<file path="src/rtl/best_fit_block_allocator_top_macros.svh">
// Assertion macros for the allocator
`ifndef BEST_FIT_BLOCK_ALLOCATOR_TOP_MACROS_SVH
`define BEST_FIT_BLOCK_ALLOCATOR_TOP_MACROS_SVH
`ifndef ASSERT_OFF
`define BFA_ASSERT(label, clk, rst_n, prop, msg) \
    label: assert property (@(posedge clk) disable iff (!rst_n) prop) else $error(msg);
`define BFA_ASSERT_RST(label, clk, prop, msg) \
    label: assert property (@(posedge clk) prop) else $error(msg);
`else
`define BFA_ASSERT(label, clk, rst_n, prop, msg)
`define BFA_ASSERT_RST(label, clk, prop, msg)
`endif
`endif

</file>
<file path="src/rtl/bfa_pkg.sv">
`timescale 1ns / 1ps
`default_nettype none
package bfa_pkg;
    localparam int MAX_REGIONS = 64;
    localparam int RAM_BLOCKS  = 16384;
    localparam int IDX_W       = $clog2(MAX_REGIONS);
    localparam int CNT_W       = $clog2(MAX_REGIONS + 1);
    localparam logic [15:0] FIT_LIMIT  = 16'hFFFF;
    localparam logic [15:0] RAM_SIZE16 = 16'(RAM_BLOCKS);

    typedef enum logic [1:0] {
        CMD_ALLOC  = 2'd0,
        CMD_FREE   = 2'd1,
        CMD_RESIZE = 2'd2,
        CMD_NONE   = 2'd3
    } t_cmd;

    typedef enum logic [1:0] {
        ST_OK    = 2'd0,
        ST_OOM   = 2'd1,
        ST_FULL  = 2'd2,
        ST_RSVD  = 2'd3
    } t_status;

    typedef enum logic [3:0] {
        S_IDLE,
        S_RD,      // issue read of entry r_i
        S_CHK,     // evaluate entry r_i
        S_SHL,     // remove: copy entry i+1 to i
        S_SHR,     // insert: copy entry i-1 to i
        S_WR,      // single-entry write
        S_SUM,     // unused; the sum pass runs in phase P_SUM
        S_OUT
    } t_state;

    // phases of a command
    typedef enum logic [2:0] {
        P_ALLOC, P_FNEXT, P_FPREV, P_FINS, P_RESIZE, P_SUM
    } t_phase;
endpackage
`default_nettype wire

</file>
<file path="src/rtl/best_fit_block_allocator_top.sv">
// Best-fit block allocator. Accepts one command beat (allocate, free, resize)
// at a time and returns one result beat. The region table lives in one
// synchronous memory of MAX_REGIONS (address, size) pairs, one read and one
// write per cycle. A command scans the stored regions, shifts entries for
// insert or removal, and ends with a pass that totals the free blocks. A
// finished result waits in the output register; the next command is taken
// once it has left.
`timescale 1ns / 1ps
`default_nettype none
`include "best_fit_block_allocator_top_macros.svh"
module best_fit_block_allocator_top (
    input  wire logic        i_clk,
    input  wire logic        i_rst_n,
    input  wire logic        i_valid,
    output logic             o_stall,
    input  wire logic [1:0]  i_cmd,
    input  wire logic [15:0] i_address,
    input  wire logic [15:0] i_size,
    output logic             o_valid,
    input  wire logic        i_stall,
    output logic [1:0]       o_status,
    output logic [15:0]      o_address_res,
    output logic [15:0]      o_free_blocks,
    output logic [6:0]       o_region_count
);
    localparam int IW = bfa_pkg::IDX_W;
    localparam int CW = bfa_pkg::CNT_W;

    logic [31:0] mem [bfa_pkg::MAX_REGIONS];
    logic [31:0] r_rd;
    logic        mem_we;
    logic [IW-1:0] mem_wa, mem_ra;
    logic [31:0] mem_wd;

    bfa_pkg::t_state r_st, n_st;
    bfa_pkg::t_phase r_ph, n_ph;
    logic [CW-1:0] r_tot, n_tot;
    logic [CW-1:0] r_i, n_i;
    logic [CW-1:0] r_j, n_j;        // target entry
    logic        r_done, n_done;
    logic        r_rm, n_rm;        // marks the best-fit cut pass, or a shift-left removal after a merge
    logic [15:0] r_ptr, r_len, n_len;
    logic [16:0] r_best, n_best;
    logic        r_hit, n_hit;
    logic [31:0] r_wval, n_wval;
    logic        r_carry, n_carry;
    logic [15:0] r_sum, n_sum;
    logic [1:0]  r_status, n_status;
    logic [15:0] r_res, n_res;
    logic        r_init;
    logic [15:0] r_ov_fb, r_ov_res;
    logic [1:0]  r_ov_st;
    logic [6:0]  r_ov_rc;
    logic        r_ov;

    // memory with registered read; seed entry 0 with the whole RAM at reset
    always_ff @(posedge i_clk) begin
        if (r_init) mem[0] <= {16'd0, bfa_pkg::RAM_SIZE16};
        else if (mem_we) mem[mem_wa] <= mem_wd;
        r_rd <= mem[mem_ra];
    end

    logic [15:0] e_a, e_s;
    logic [16:0] e_end;
    logic [15:0] nxt;
    assign e_a   = r_rd[31:16];
    assign e_s   = r_rd[15:0];
    assign e_end = {1'b0, e_a} + {1'b0, e_s};
    assign nxt   = r_ptr + r_len;

    logic accept;
    assign accept  = i_valid && !o_stall;
    assign o_stall = (r_st != bfa_pkg::S_IDLE) || (r_ov && i_stall) || r_init;

    always_comb begin
        n_st = r_st; n_ph = r_ph; n_tot = r_tot; n_i = r_i; n_j = r_j;
        n_done = r_done; n_rm = r_rm; n_len = r_len; n_best = r_best;
        n_hit = r_hit; n_wval = r_wval; n_carry = r_carry; n_sum = r_sum;
        n_status = r_status; n_res = r_res;
        mem_we = 1'b0; mem_wa = r_i[IW-1:0]; mem_wd = r_wval;
        mem_ra = r_i[IW-1:0];
        unique case (r_st)
            bfa_pkg::S_IDLE: begin
                if (accept) begin
                    n_i = '0; n_done = 1'b0; n_rm = 1'b0; n_hit = 1'b0;
                    n_best = {1'b0, bfa_pkg::FIT_LIMIT}; n_status = bfa_pkg::ST_OK;
                    n_res = '0; n_sum = '0;
                    n_len = (i_size == 16'd0) ? 16'd1 : i_size;
                    n_st = bfa_pkg::S_RD;
                    unique case (bfa_pkg::t_cmd'(i_cmd))
                        bfa_pkg::CMD_ALLOC:  n_ph = bfa_pkg::P_ALLOC;
                        bfa_pkg::CMD_FREE:   n_ph = bfa_pkg::P_FNEXT;
                        bfa_pkg::CMD_RESIZE: begin
                            n_ph = bfa_pkg::P_RESIZE; n_len = i_size;
                            if (r_tot == '0) begin
                                n_status = bfa_pkg::ST_OOM; n_ph = bfa_pkg::P_SUM;
                            end else n_i = r_tot - 1'b1;
                        end
                        default: n_ph = bfa_pkg::P_SUM;
                    endcase
                end
            end
            bfa_pkg::S_RD: begin
                if (r_i >= r_tot) begin
                    // end of scan
                    unique case (r_ph)
                        bfa_pkg::P_ALLOC: begin
                            if (!r_hit) begin
                                n_status = bfa_pkg::ST_OOM; n_ph = bfa_pkg::P_SUM;
                                n_i = '0;
                            end else begin
                                n_i = r_j; n_st = bfa_pkg::S_RD; n_rm = 1'b1;
                            end
                        end
                        bfa_pkg::P_FNEXT: begin n_ph = bfa_pkg::P_FPREV; n_i = '0; end
                        bfa_pkg::P_FPREV: begin
                            n_i = '0;
                            if (r_done) n_ph = bfa_pkg::P_SUM;
                            else if (r_tot >= CW'(bfa_pkg::MAX_REGIONS)) begin
                                n_status = bfa_pkg::ST_FULL; n_ph = bfa_pkg::P_SUM;
                            end else n_ph = bfa_pkg::P_FINS;
                        end
                        bfa_pkg::P_FINS: begin
                            // append at end
                            n_wval = {r_ptr, r_len}; n_j = r_tot;
                            n_st = bfa_pkg::S_WR; n_i = r_tot;
                            n_tot = r_tot + 1'b1;
                        end
                        bfa_pkg::P_SUM: n_st = bfa_pkg::S_OUT;
                        default: n_st = bfa_pkg::S_CHK;
                    endcase
                end else n_st = bfa_pkg::S_CHK;
            end
            bfa_pkg::S_CHK: begin
                n_st = bfa_pkg::S_RD; n_i = r_i + 1'b1;
                unique case (r_ph)
                    bfa_pkg::P_ALLOC: begin
                        if (r_rm) begin
                            // best region: cut from front
                            n_res = e_a;
                            n_wval = {e_a + r_len, e_s - r_len};
                            n_st = bfa_pkg::S_WR; n_i = r_i;
                        end else if (e_s == r_len) begin
                            n_res = e_a; n_j = r_i;
                            n_st = bfa_pkg::S_SHL; n_i = r_i;
                            n_tot = r_tot - 1'b1;
                        end else if (e_s > r_len && {1'b0, e_s} < r_best) begin
                            n_best = {1'b0, e_s}; n_j = r_i; n_hit = 1'b1;
                        end
                    end
                    bfa_pkg::P_FNEXT: begin
                        if (e_a > nxt) begin
                            n_ph = bfa_pkg::P_FPREV; n_i = '0;
                        end else if (e_a == nxt) begin
                            n_wval = {r_ptr, e_s + r_len};
                            n_len = e_s + r_len; n_j = r_i; n_done = 1'b1;
                            n_st = bfa_pkg::S_WR; n_i = r_i;
                        end
                    end
                    bfa_pkg::P_FPREV: begin
                        if (e_end > {1'b0, r_ptr}) begin
                            n_i = r_tot;
                        end else if (e_end == {1'b0, r_ptr}) begin
                            n_wval = {e_a, e_s + r_len};
                            n_st = bfa_pkg::S_WR; n_i = r_i;
                            if (r_done) n_rm = 1'b1;
                            n_done = 1'b1;
                        end
                    end
                    bfa_pkg::P_FINS: begin
                        if (e_a >= r_ptr) begin
                            // shift right from the end down to r_i
                            n_j = r_i; n_i = r_tot; n_tot = r_tot + 1'b1;
                            n_wval = {r_ptr, r_len};
                            n_st = bfa_pkg::S_SHR;
                        end
                    end
                    bfa_pkg::P_RESIZE: begin : rsz
                        logic [15:0] cur, nsz;
                        cur = bfa_pkg::RAM_SIZE16 - e_a - e_s;
                        nsz = e_s;
                        if (r_len > cur) begin
                            if ({1'b0, r_len} - {1'b0, cur} > {1'b0, e_s})
                                n_status = bfa_pkg::ST_OOM;
                            else nsz = e_s - (r_len - cur);
                        end else nsz = e_s + (cur - r_len);
                        n_i = '0; n_ph = bfa_pkg::P_SUM;
                        if (n_status == bfa_pkg::ST_OK) begin
                            n_res = e_a + nsz; n_wval = {e_a, nsz};
                            n_st = bfa_pkg::S_WR; n_i = r_i;
                        end
                    end
                    bfa_pkg::P_SUM: n_sum = r_sum + e_s;
                    default: ;
                endcase
            end
            bfa_pkg::S_WR: begin
                mem_we = 1'b1; mem_wa = r_i[IW-1:0]; mem_wd = r_wval;
                n_i = '0; n_st = bfa_pkg::S_RD;
                unique case (r_ph)
                    bfa_pkg::P_FNEXT: n_ph = bfa_pkg::P_FPREV;
                    bfa_pkg::P_FPREV: begin
                        if (r_rm) begin
                            n_i = r_j; n_st = bfa_pkg::S_SHL; n_tot = r_tot - 1'b1;
                        end else n_ph = bfa_pkg::P_SUM;
                    end
                    default: n_ph = bfa_pkg::P_SUM;
                endcase
            end
            bfa_pkg::S_SHL: begin
                // read i+1 then write it to i
                if (r_i >= r_tot) begin
                    n_i = '0; n_ph = bfa_pkg::P_SUM; n_st = bfa_pkg::S_RD;
                end else begin
                    mem_ra = IW'(r_i + 1'b1);
                    n_carry = ~r_carry;
                    if (r_carry) begin
                        mem_we = 1'b1; mem_wd = r_rd; mem_wa = r_i[IW-1:0];
                        n_i = r_i + 1'b1;
                    end
                end
            end
            bfa_pkg::S_SHR: begin
                if (r_i == r_j) begin
                    mem_we = 1'b1; mem_wd = r_wval;
                    n_i = '0; n_ph = bfa_pkg::P_SUM; n_st = bfa_pkg::S_RD;
                end else begin
                    mem_ra = IW'(r_i - 1'b1);
                    n_carry = ~r_carry;
                    if (r_carry) begin
                        mem_we = 1'b1; mem_wd = r_rd;
                        n_i = r_i - 1'b1;
                    end
                end
            end
            bfa_pkg::S_OUT: begin
                if (!(r_ov && i_stall)) n_st = bfa_pkg::S_IDLE;
            end
            default: n_st = bfa_pkg::S_IDLE;
        endcase
    end

    always_ff @(posedge i_clk) begin
        if (!i_rst_n) begin
            r_st <= bfa_pkg::S_IDLE; r_tot <= CW'(1); r_init <= 1'b1;
            r_ov <= 1'b0; r_carry <= 1'b0; r_ph <= bfa_pkg::P_SUM;
        end else begin
            r_st <= n_st; r_tot <= n_tot; r_ph <= n_ph;
            r_carry <= (n_st == r_st) ? n_carry : 1'b0;
            r_init <= 1'b0;
            if (r_st == bfa_pkg::S_OUT && !(r_ov && i_stall)) r_ov <= 1'b1;
            else if (r_ov && !i_stall) r_ov <= 1'b0;
        end
    end

    always_ff @(posedge i_clk) begin
        r_i <= n_i; r_j <= n_j; r_done <= n_done; r_rm <= n_rm; r_len <= n_len;
        r_best <= n_best; r_hit <= n_hit; r_wval <= n_wval; r_sum <= n_sum;
        r_status <= n_status; r_res <= n_res;
        if (accept) r_ptr <= i_address;
        if (r_st == bfa_pkg::S_OUT && !(r_ov && i_stall)) begin
            r_ov_st  <= r_status;
            r_ov_res <= (r_status == bfa_pkg::ST_OK) ? r_res : 16'd0;
            r_ov_fb  <= r_sum;
            r_ov_rc  <= 7'(r_tot);
        end
    end

    assign o_valid        = r_ov;
    assign o_status       = r_ov_st;
    assign o_address_res  = r_ov_res;
    assign o_free_blocks  = r_ov_fb;
    assign o_region_count = r_ov_rc;

    `BFA_ASSERT(a_tot_range, i_clk, i_rst_n, r_tot <= CW'(bfa_pkg::MAX_REGIONS), "table overflow")
    `BFA_ASSERT(a_busy_stall, i_clk, i_rst_n, (r_st != bfa_pkg::S_IDLE) |-> o_stall, "accept while busy")
    `BFA_ASSERT(a_status_ok, i_clk, i_rst_n, o_valid |-> (o_status != bfa_pkg::ST_RSVD), "bad status")
endmodule
`default_nettype wire
</file>
<file path="config.mk">
export PLATFORM = sky130hd
export DESIGN_NAME = best_fit_block_allocator_top
export DESIGN_NICKNAME = d
export VERILOG_FILES = /design/src/rtl/bfa_pkg.sv /design/src/rtl/best_fit_block_allocator_top.sv
export VERILOG_INCLUDE_DIRS = /design/src /design/src/rtl
export SDC_FILE = /design/constraint.sdc
export NUM_CORES = 2
export LEC_CHECK = 0
export ABC_CLOCK_PERIOD_IN_PS = 23100
export BUFFER_PORTS_ARGS = -buffer_cell sky130_fd_sc_hd__buf_2
export CAP_MARGIN = 20
export CORE_MARGIN = 3
export CORE_UTILIZATION = 41
export CTS_BUF_LIST = sky130_fd_sc_hd__clkbuf_4 sky130_fd_sc_hd__clkbuf_8 sky130_fd_sc_hd__clkbuf_16
export CTS_CLUSTER_DIAMETER = 50
export CTS_CLUSTER_SIZE = 25
export DETAILED_ROUTE_END_ITERATION = 7
export GPL_TIMING_DRIVEN = 0
export SYNTH_ARGS = -nofsm -noshare
export SYNTH_HDL_FRONTEND = slang
export SYNTH_SLANG_ARGS = --single-unit
</file>
<file path="constraint.sdc">
create_clock -name i_clk -period 23.1 [get_ports i_clk]
set_clock_uncertainty 0.15 [all_clocks]
set_input_delay 4.62 -clock i_clk [delete_from_list [all_inputs] [get_ports i_clk]]
set_output_delay 4.62 -clock i_clk [all_outputs]
set_load 0.01 [all_outputs]
</file>
# --- Yosys cells after proc, flatten, opt, wreduce, memory -nomap -nowiden ---
# Memories as Yosys holds them, arrays and structs flattened. A register that Yosys moved wholly into a read port is not among the register bits.
# Index checks and enable logic that the tools add are counted.
totals:
  n_memories: 1
  elab_cells: 335
  register_bits: 190
  ram_bits: 2048
  out_inout_bits: 43
  inputBits: 38
memory_table:
  columns: ["name", "depth", "width", "rd", "rd_clocked_by_memory_dff", "wr", "line", "text"]
  rows:
  - ["mem", 64, 32, 1, 1, 1, "best_fit_block_allocator_top.sv:29", "logic [31:0] mem [bfa_pkg::MAX_REGIONS];"]
classes:
  n_eq_ne: 73
  n_bitwise: 1
  muxes: 170
  magnitude_cmp: 9
  add_sub_neg: 18
  reduce_logical: 41
ops:
  columns: ["operator", "n"]
  rows:
  - ["2-to-1 mux 32 bit", 13]
  - ["2-to-1 mux 16 bit", 15]
  - ["2-to-1 mux 7 bit", 34]
  - ["case mux 32 bit (5 select lines)", 1]
  - ["case mux 16 bit (2 select lines)", 4]
  - ["case mux 32 bit (2 select lines)", 2]
  - ["adder 16 bit", 6]
  - ["2-to-1 mux 17 bit", 5]
  - ["subtractor 16 bit", 5]
  - ["inequality test 3 bit, second input constant", 21]
  - ["case mux 7 bit (3 select lines)", 3]
  - ["> comparator 16 bit", 3]
  - ["2-to-1 mux 3 bit", 16]
  - ["inequality test 2 bit, second input constant", 22]
  - ["case mux 7 bit (6 select lines)", 1]
  - ["case mux 7 bit (5 select lines)", 1]
  - ["> comparator 17 x 16 -> 1 bit", 2]
  - ["case mux 17 bit (2 select lines)", 1]
  - ["2-to-1 mux 1 bit", 33]
  - ["== test 16 bit", 2]
  - ["OR reduction 32 bit", 1]
  - ["case mux 4 bit (7 select lines)", 1]
  - ["case mux 7 bit (2 select lines)", 2]
  - ["AND reduction 9 bit", 3]
  - ["other kinds (61)", 115]

# --- Longest topological paths before layout ---
depth:
  ltp_word: 14
  mapped_depth: 42

# --- Worst setup path before layout ---
# OpenSTA, ideal clock, no wires.
synth_path:
  path_kind: "in2out"
  start: "in i_stall"
  end: "out o_stall"
  cell_stages: 3
  t_arrival_ns: 4.913
  slack_ns: 13.417
  n_path_buf: 0
  cell_sequence: "nand2_1 > and3_1 > inv_1"
synth_between:
  elab_chain_len: 3
synth_lines:
  columns: ["item", "line", "text"]
  rows:
  - ["start, declared", "best_fit_block_allocator_top.sv:20", "input wire logic i_stall,"]
  - ["logical AND 1 bit", "best_fit_block_allocator_top.sv:73", "assign o_stall = (r_st != bfa_pkg::S_IDLE) || (r_ov && i_stall) || r_init;"]
  - ["logical OR 1 bit (2 in series)", "best_fit_block_allocator_top.sv:73", null]
  - ["end, declared", "best_fit_block_allocator_top.sv:15", "output logic o_stall,"]
# No other way between the ends.

# --- Worst setup path after layout ---
layout_path:
  start: "reg r_rd[6], read port of mem"
  end: "reg r_res[15], data pin"
layout_between:
  elab_chain_len: 11
  elab_cells_between_ends: 16
  classes_between: "add/sub (7); order compare (2); mux (7)"
layout_lines:
  columns: ["item", "line", "text"]
  rows:
  - ["start, declared", "best_fit_block_allocator_top.sv:30", "logic [31:0] r_rd;"]
  - ["subtractor 16 bit", "best_fit_block_allocator_top.sv:180", "cur = bfa_pkg::RAM_SIZE16 - e_a - e_s;"]
  - ["subtractor 16 bit or subtractor 16 x 16 -> 17 bit (tied branches)", "best_fit_block_allocator_top.sv:185, best_fit_block_allocator_top.sv:183", null]
  - ["subtractor 16 bit or > comparator 17 x 16 -> 1 bit (tied branches)", "best_fit_block_allocator_top.sv:185, best_fit_block_allocator_top.sv:183", null]
  - ["2-to-1 mux 16 bit", "best_fit_block_allocator_top.sv:183", "if ({1'b0, r_len} - {1'b0, cur} > {1'b0, e_s})"]
  - ["2-to-1 mux 16 bit (*)", "best_fit_block_allocator_top.sv:182", "if (r_len > cur) begin"]
  - ["2-to-1 mux 16 bit (*)", "best_fit_block_allocator_top.sv:136", "unique case (r_ph)"]
  - ["2-to-1 mux 16 bit (*)", "best_fit_block_allocator_top.sv:82", "unique case (r_st)"]
  - ["adder 16 bit (*)", "best_fit_block_allocator_top.sv:189", "n_res = e_a + nsz; n_wval = {e_a, nsz};"]
  - ["2-to-1 mux 16 bit (*)", "best_fit_block_allocator_top.sv:188", "if (n_status == bfa_pkg::ST_OK) begin"]
  - ["case mux 16 bit (2 select lines) (*)", "best_fit_block_allocator_top.sv:136", null]
  - ["case mux 16 bit (2 select lines) (*)", "best_fit_block_allocator_top.sv:82", null]
  - ["end signal, assigned", "best_fit_block_allocator_top.sv:259", "r_status <= n_status; r_res <= n_res;"]
  - ["end, declared", "best_fit_block_allocator_top.sv:49", "logic [15:0] r_res, n_res;"]
# Every way passes the cells marked *; elsewhere a longest branch is shown, timed or not. The select of a mux whose other input is x is not followed.
# A chain may end at the register's enable or synchronous reset.

==> impl_metrics.env <==
export IMPL_status="finished clean"
export IMPL_antenna_left=0
export IMPL_min_from="r_sum[5]"
export IMPL_htreeDepth=4
export IMPL_dpl_hpwl_um=226000
export IMPL_grtUsageTotal_pct=25.0
export IMPL_place_area_um2=106000
export IMPL_worstMarginPinSlew_ps=1260
export IMPL_cp_slowest_cell="dfxtp_1"
export IMPL_clkTransAtPathRegs_ps=80
export IMPL_cts_buffers=175
export IMPL_drc_errors=0
export IMPL_clock_fmax_ghz=0.0894
export IMPL_grt_max_degree=42
export IMPL_finalSetupViolations=0
export IMPL_die_x_um=494
export IMPL_regArea_um2=67600
export IMPL_tns_ps=0
export IMPL_routed_via_density=6.06
export IMPL_dieArea_um2=244000
export IMPL_syn_area_um2=97800
export IMPL_leakagePower_nw=32.4
export IMPL_postCtsHoldBufs=0
export IMPL_synth_area_per_cell_um2=16.6
export IMPL_fin_crit_ps=11190
export IMPL_hold_class="flip-flop to flip-flop"
export IMPL_first_global_vias=56300
export IMPL_path_class="flip-flop to flip-flop"
export IMPL_fin_nets=6645
export IMPL_synth_most_common_cell="edfxtp_1"
export IMPL_maxSlewHeadroom_pct=15.2
export IMPL_final_hold_violation_count=0
export IMPL_post_route_cell_area_um2=113000
export IMPL_endpoint_kind="flip-flop"
export IMPL_synth_nets=6222
export IMPL_seqPwrFrac_pct=51.6
export IMPL_die_height_um=494
export IMPL_synth_edff_count=2220
export IMPL_synth_cells=5905
export IMPL_wl_per_cell_um=32.0
export IMPL_io_pin_count=81
export IMPL_grt_antenna_before_repair=26
export IMPL_root_buffer="clkbuf_16"
export IMPL_peakVddDrop_mv=0.0880
export IMPL_synth_main_ff_cell="edfxtp_1"
export IMPL_drt_iter0_drc=8016
export IMPL_cp_required_ps=23580
export IMPL_nFillCells=19800
export IMPL_area_delta_synth_final_pct=15.4
export IMPL_gp_congestion=0.982
export IMPL_comb_power_share_pct=10.4
export IMPL_synthTopCellsByArea="edfxtp_1 (68%), mux4_2 (9.7%), ha_1 (3.3%)"
export IMPL_multi_input_area_um2=29000
export IMPL_maxCapViolCount=0
export IMPL_wl_um=309000
export IMPL_synth_top_area_share_pct=68.2
export IMPL_port_buffers=80
export IMPL_vias=58300
export IMPL_cts_buffer_depth=3
export IMPL_seq_area_frac_synth_pct=69.2
export IMPL_cts_resized=0
export IMPL_path_max_fanout=10
export IMPL_core_um2=236000
export IMPL_yosys_warnings=0
export IMPL_synth_top_area_cell="edfxtp_1"
export IMPL_grt_first_pass_wirelength_um=433000
export IMPL_drive_above_1_share_pct=18.9
export IMPL_rows=178
export IMPL_drtPass1Iterations=8
export IMPL_rsz0062_at_grt="false"
export IMPL_start_kind="flip-flop"
export IMPL_switching_power_w=0.00231
export IMPL_synth_commonest_cells="edfxtp_1 (2,220), nand2_1 (432), mux4_2 (419)"
export IMPL_cpPeakStageDelay_ps=950
export IMPL_cts_tree="built"
export IMPL_initial_core_util_pct=41.4
export IMPL_ys_async_sr_fraction_pct=0
export IMPL_regToRegStartpoint="r_rd[6]"
export IMPL_yosysUniqueCellTypes=87
export IMPL_cpMostUsedCell="ha_1"
export IMPL_synth_seq_cells=2269
export IMPL_finalCritPeriodShare_pct=48.4
export IMPL_pwr_density_cell_nw_per_um2=77.3
export IMPL_switching_share_pct=26.5
export IMPL_clock_latency_ps=860
export IMPL_cts_sinks=2269
export IMPL_crit_start="r_rd[6]"
export IMPL_p_clk_share_pct=38.0
export IMPL_arrival_ps=11670
export IMPL_grt_ovfl_total=0
export IMPL_slew_viol_final=0
export IMPL_postCtsSetupBuffers=0
export IMPL_intPower_w=0.00641
-- power groups by stage --
stage / combinational [W] / sequential (W) / clock [W]
floorplan: 0.000627 / 0.00456 / 0
global placement: 0.000879 / 0.00459 / 0
detailed placement: 0.000891 / 0.00459 / 0
CTS: 0.000897 / 0.00449 / 0.00335
global route: 0.000990 / 0.00450 / 0.00351
finish: 0.000910 / 0.00450 / 0.00331
-- cells by family (layout without fill, tap and decap cells) --
family	count (synthesis)	in the layout	synth area share [%]
XOR/XNOR	149	149	1.36
AND/OR/NAND/NOR	1116	1116	5.23
buffers and inverters	505	1078	2.08
AO/OA/AOI/OAI	1013	1013	7.12
adder cells (fa/ha/maj)	284	284	3.81
multiplexers	568	568	11.2
other	1	9	0.00384
flip-flops	2269	2269	69.2
-- worst max-delay path: cells and delay by family (launching register included) --
family / cells / cell delay, ps
flops: 1 / 950
simple gates: 3 / 670
xor+xnor: 2 / 530
compound gates: 19 / 4180
fa+ha+maj: 6 / 2140
mux: 2 / 840
buf+inv: 7 / 1460
-- registers in the layout (all words and copies together) (netlist names), 16 cells and up --
| register | flops |
|---|---|
| r_wval | 32 |
| r_ptr | 16 |
| r_len | 16 |
| r_res | 16 |
| r_sum | 16 |
| r_best | 16 |
| o_free_blocks | 16 |
| mem | 2048 |
| r_rd | 32 |
| o_address_res | 16 |
-- area by class of cell --
| cell class | instances | share of cell area, % |
|---|---|---|
| antenna | 8 | 0.0177 |
| buffer | 313 | 1.16 |
| clock buffer | 187 | 4.01 |
| clock inverter | 140 | 1.67 |
| inverter | 192 | 0.639 |
| multi-input combinational | 3131 | 25.7 |
| sequential | 2269 | 60.0 |
| tap | 3150 | 3.49 |
| timing repair buffer | 246 | 3.35 |
-- worst paths after layout --
check,endpoint,slack (ps),cells past startpoint
max,r_res[15],11910,39
min,o_free_blocks[5],310,0
max reg2reg,r_res[15],11910,39
min reg2reg,o_free_blocks[5],310,0
-- layout by cell type, fill, tap and decap left out, types with 132 or more instances in the layout --
| cell type | instances |
|---|---|
| clkbuf_16 | 178 |
| inv_1 | 190 |
| a211oi_1 | 132 |
| a21oi_1 | 160 |
| nand2_1 | 432 |
| edfxtp_1 | 2220 |
| clkbuf_1 | 193 |
| mux2i_1 | 135 |
| ha_1 | 255 |
| buf_2 | 164 |
| mux4_2 | 419 |
| o22ai_1 | 143 |
| nor2_1 | 169 |
-- per-stage QoR --
step	worst slack [ps]	hold WS, ps	util [%]	std cells	total power [W]
floorplan	13420	281	-	5905	0.00519
global placement	11560	336	43.2	9135	0.00547
detailed placement	12090	325	45.0	9295	0.00548
CTS	12000	326	47.7	9622	0.00875
global route	11190	333	47.7	9628	0.00900
finish	11910	315	47.7	9636	0.00872
-- layer usage --
metal	wire [µm]	GRT usage, %	part of all wire, %	vias to the layer above
met1	125000	35.2	40	30300
met5	53	0	0.017	-
met2	138000	37.8	45	3020
li1	-	-	-	24400
met4	15800	10.8	5.1	8
met3	30100	5.19	9.8	615
Power figures use the tool's default switching activity.
